==> src/sv/rau_pkg.sv <==
package rau_pkg;

    localparam logic [2:0] OP_ADD = 3'd0;
    localparam logic [2:0] OP_SUB = 3'd1;
    localparam logic [2:0] OP_MUL = 3'd2;
    localparam logic [2:0] OP_DIV = 3'd3;

    localparam logic [1:0] MUL_SEL_NUM0 = 2'd0;
    localparam logic [1:0] MUL_SEL_NUM1 = 2'd1;
    localparam logic [1:0] MUL_SEL_DEN  = 2'd2;

    typedef enum logic [1:0] {
        ST_OK       = 2'd0,
        ST_ZERO_DEN = 2'd1,
        ST_DIV_ZERO = 2'd2,
        ST_OVERFLOW = 2'd3
    } status_t;

    typedef struct packed {
        logic       load;
        logic       mul_en;
        logic [1:0] mul_sel;
        logic       combine;
        logic       gcd_step;
        logic       gcd_fin;
        logic       div_step;
        logic       store_n;
        logic       emit;
        status_t    emit_code;
    } cmd_t;

    typedef struct packed {
        logic zero_den;
        logic div_zero;
        logic n_zero;
        logic gcd_done;
    } sts_t;

endpackage

==> src/sv/rau_ctrl.sv <==
module rau_ctrl
    import rau_pkg::*;
#(
    parameter int VALUE_WIDTH = 32
)
(
    input  logic clk,
    input  logic rst_n,
    input  logic start,
    output logic busy,
    input  sts_t sts,
    output cmd_t cmd
);

    localparam int PW = 2 * VALUE_WIDTH;
    localparam int CW = $clog2(PW);

    typedef enum logic [3:0] {
        S_IDLE,
        S_CHECK,
        S_MUL0,
        S_MUL1,
        S_MUL2,
        S_COMB,
        S_ZCHK,
        S_GCD,
        S_GFIN,
        S_DIVN,
        S_NSTORE,
        S_DIVD,
        S_EMIT
    } state_t;

    state_t        state_reg, state_next;
    logic [CW-1:0] cnt_reg, cnt_next;
    status_t       code_reg, code_next;
    logic          cnt_last;

    assign cnt_last = (cnt_reg == CW'(PW - 1));

    always_comb
    begin
        state_next = state_reg;
        cnt_next   = cnt_reg;
        code_next  = code_reg;
        cmd        = '0;
        cmd.emit_code = code_reg;
        unique case (state_reg)
            S_IDLE:
            begin
                if (start)
                begin
                    cmd.load   = 1'b1;
                    code_next  = ST_OK;
                    state_next = S_CHECK;
                end
            end
            S_CHECK:
            begin
                if (sts.zero_den)
                begin
                    code_next  = ST_ZERO_DEN;
                    state_next = S_EMIT;
                end
                else if (sts.div_zero)
                begin
                    code_next  = ST_DIV_ZERO;
                    state_next = S_EMIT;
                end
                else
                begin
                    state_next = S_MUL0;
                end
            end
            S_MUL0:
            begin
                cmd.mul_en  = 1'b1;
                cmd.mul_sel = MUL_SEL_NUM0;
                state_next  = S_MUL1;
            end
            S_MUL1:
            begin
                cmd.mul_en  = 1'b1;
                cmd.mul_sel = MUL_SEL_NUM1;
                state_next  = S_MUL2;
            end
            S_MUL2:
            begin
                cmd.mul_en  = 1'b1;
                cmd.mul_sel = MUL_SEL_DEN;
                state_next  = S_COMB;
            end
            S_COMB:
            begin
                cmd.combine = 1'b1;
                state_next  = S_ZCHK;
            end
            S_ZCHK:
            begin
                state_next = sts.n_zero ? S_EMIT : S_GCD;
            end
            S_GCD:
            begin
                if (sts.gcd_done)
                begin
                    state_next = S_GFIN;
                end
                else
                begin
                    cmd.gcd_step = 1'b1;
                end
            end
            S_GFIN:
            begin
                cmd.gcd_fin = 1'b1;
                cnt_next    = '0;
                state_next  = S_DIVN;
            end
            S_DIVN:
            begin
                cmd.div_step = 1'b1;
                cnt_next     = cnt_reg + CW'(1);
                if (cnt_last)
                begin
                    state_next = S_NSTORE;
                end
            end
            S_NSTORE:
            begin
                cmd.store_n = 1'b1;
                cnt_next    = '0;
                state_next  = S_DIVD;
            end
            S_DIVD:
            begin
                cmd.div_step = 1'b1;
                cnt_next     = cnt_reg + CW'(1);
                if (cnt_last)
                begin
                    state_next = S_EMIT;
                end
            end
            S_EMIT:
            begin
                cmd.emit   = 1'b1;
                state_next = S_IDLE;
            end
            default:
            begin
                state_next = S_IDLE;
            end
        endcase
    end

    always_ff @(posedge clk or negedge rst_n)
    begin
        if (!rst_n)
        begin
            state_reg <= S_IDLE;
            cnt_reg   <= '0;
            code_reg  <= ST_OK;
        end
        else
        begin
            state_reg <= state_next;
            cnt_reg   <= cnt_next;
            code_reg  <= code_next;
        end
    end

    assign busy = (state_reg != S_IDLE);

endmodule

==> config.mk <==
export PLATFORM = sky130hd
export DESIGN_NAME = rau_ctrl
export DESIGN_NICKNAME = d
export VERILOG_FILES = /design/src/sv/rau_pkg.sv /design/src/sv/rau_ctrl.sv
export SDC_FILE = /design/constraint.sdc
export NUM_CORES = 1
export LEC_CHECK = 0
export ABC_AREA = 1
export BUFFER_PORTS_ARGS = -buffer_cell sky130_fd_sc_hd__buf_4
export CORE_MARGIN = 2
export CORE_UTILIZATION = 55
export CTS_BUF_LIST = sky130_fd_sc_hd__clkbuf_8
export DETAILED_ROUTE_END_ITERATION = 12
export PLACE_DENSITY = 0.9
export SLEW_MARGIN = 25
export SYNTH_ARGS = -nofsm -noshare
export SYNTH_HDL_FRONTEND = slang
export SYNTH_SLANG_ARGS = --single-unit
export TNS_END_PERCENT = 5
==> constraint.sdc <==
create_clock -name clk -period 2.71 [get_ports clk]
set_clock_uncertainty 0.15 [all_clocks]
set_input_delay 0.6775 -clock clk [delete_from_list [all_inputs] [get_ports clk]]
set_output_delay 0.6775 -clock clk [all_outputs]
set_load 0.05 [all_outputs]
==> flow_summary.ini <==
[run_status]
status = completed

[synth]
yosys.area_share.simple = 0.466
synth_fa_ha_area_frac = 0.0143
ys_seq_area_frac = 0.343
ys_ff_latch = 12
synth_edf_count = 0
synthesis.nets = 132
muxShareOfSynthArea = 0
synth_compound_area_frac = 0.0800
synth_flop_cell = dfrtp_1
synth.top_cell.area_share = 0.343
synth_top_family_by_area = simple AND/OR/NAND/NOR gates
synthDistinctLibCells = 26
syn_area_per_cell_sq_um = 7.06
async_reset_ff_frac = 1.00
synth_top_area_cell = dfrtp_1
syn-cell-area_sq_um = 876
synthTopCellsByArea = dfrtp_1, nand2_1, nor2_1
syn_inst = 124
synth.most_common_cell = nand2_1
ys_top_cells_by_count = nand2_1, nor2_1, inv_1, dfrtp_1, nand3_1
yosys_warnings = 0
yosys.area_share.xor_xnor = 0.0100

[final_layout]
multiInputGateArea_sq_um = 502
antenna_cells = 0
drive_above_1_share = 0.303
syn_to_final_growth_pct = 23.0
final-seq-area_sq_um = 300
final_nets = 155
fin_area_sq_um = 1080
fillers = 133
largest_reg_flops = 6

[detailed_routing]
dr_total_vias = 860
dr.pass1.iters = 4
via_per_inst = 5.34
postRouteAntennaNets = 0
drt_iter0_drc = 11
wl_per_cell_microns = 12.9
drcViolationCount = 0
wl_microns = 2080

[clock_network]
cts_hold_buf = 0
cts_sinks = 12
cts_resized = 0
post_cts_buffers = 0
clk_pin_slew_ns = 0.05
cts_buffers = 3
insertion_delay_ns = 0.23
cts_tree = yes
cts-root-buf = clkbuf_8
clock_path_buffers = 2
htreeDepth = 1

[timing]
finalHoldViolCount = 0
setup_violations = 0
worst_slack_ns = 0.304
rsz0062_at_grt = false
finalSetupTns_ns = 0
slew_viol_final = 0
fmax_ghz = 0.416
timing.final.crit_share = 0.888
slew-limit-headroom = 0.721
fin_crit_ns = 2.41
tightest_slew_ns = 0.419

[pwr]
power.density_nw_per_um2 = 325
ir_drop_mv = 0.168
leakage_nw = 0.572
finalPower_uw = 350

[critical_path]
worstSetupStartpoint = state_reg[3]
arrival_ns = 1.58
rr_endpoint = state_reg[0]
slowest_delay_ns = 0.45
cpMostUsedCell = nor2_2
reg2reg_depth = 6
crit_path_end_kind = output pin
worstPathCellList = nor2_2, nand2_1, nor2_2, buf_4
start_kind = register
worstReg2RegStart = state_reg[3]
crit_slowest_cell = dfrtp_1
critical_path.max_fanout = 9
ff2ff_setup_slack_ns = 1.14
required_ns = 1.88
worst-setup-path-type = register to output pin

[floorplan]
dieArea_sq_um = 1930
core_sq_um = 1510
io_pins = 20
initial_core_util = 0.581
die_w_microns = 43.9
die_h_microns = 43.9
row_count = 14

[placement]
postPlaceCellArea_sq_um = 1040
dp_hpwl_microns = 1630
dp_slack_ns = 0.631
place_congestion = 0.861
io_buffer_count = 19

[grt]
grt-ovfl-total = 0
track_usage = 0.258
antenna_found_initial = 0
first_global_vias = 849
grt_first_pass_wirelength_microns = 3660
grt_max_degree = 13

[flow_run]
cap_violations = 0

[hold_path]
hp-class = input port to asynchronous set/reset pin
## cell families after synthesis
logic type	after synthesis
adders and majority gates	1
xor gates and xnor gates	1
and+or+nand+nor	78
DFF	12
AOI/OAI and AO/OA	12
buffers and inverters	20
## per-stage QoR
step | utilization | hold slack (ns) | instances
after floorplan | - | 0.232 | 124
after global placement | 0.688 | 0.312 | 158
after detailed placement | 0.688 | 0.327 | 158
after CTS | 0.715 | 0.126 | 161
after global routing | 0.715 | 0.126 | 161
final | 0.715 | 0.127 | 161
## layout make-up
type                    count  area share
clock buffers               3      0.0383
flip-flops and latches     12       0.279
well taps                  16      0.0186
multi-input cells          92       0.466
inverters                  19      0.0662
repair buffers             19       0.132
## critical path: cells and delay by family (launching register included)
family	cells	cell delay (ns)
DFF	1	0.45
and+or+nand+nor	3	0.68
buffers and inverters	1	0.21
## routing by layer
metal / share of wire / vias to the layer above / track usage
met2: 0.53 / 22 / 0.456
met5: 0 / - / 0
met4: 0.014 / 0 / 0.133
li1: - / 438 / -
met3: 0.033 / 4 / 0.0250
met1: 0.42 / 396 / 0.305
## worst max-delay path by stage
stage	endpoint	slack, ns	depth (start not counted)
floorplan	cmd[2]	0.13	4
global placement	cmd[11]	0.66	4
detailed placement	cmd[11]	0.63	4
CTS	cmd[11]	0.31	4
global route	cmd[11]	0.23	4
finish	cmd[11]	0.30	4
## power by group
| group | internal, mW | total (mW) | switching, mW |
|---|---|---|---|
| Clock | 0.0975 | 0.157 | 0.0595 |
| Combinational | 0.00634 | 0.0133 | 0.00698 |
| Sequential | 0.180 | 0.180 | 0 |
| Total | 0.283 | 0.350 | 0.0665 |
## cells in the final DEF, fill, tap and decap left out, drive strengths merged, types with 2 or more instances in the layout
| master | instances |
|---|---|
| nor2 | 23 |
| inv | 19 |
| a21oi | 2 |
| nand3b | 2 |
| nor3 | 4 |
| o21ai | 6 |
| nand3 | 11 |
| clkbuf | 3 |
| buf | 19 |
| nand2 | 36 |
| dfrtp | 12 |
Power figures use the tool's default switching activity.
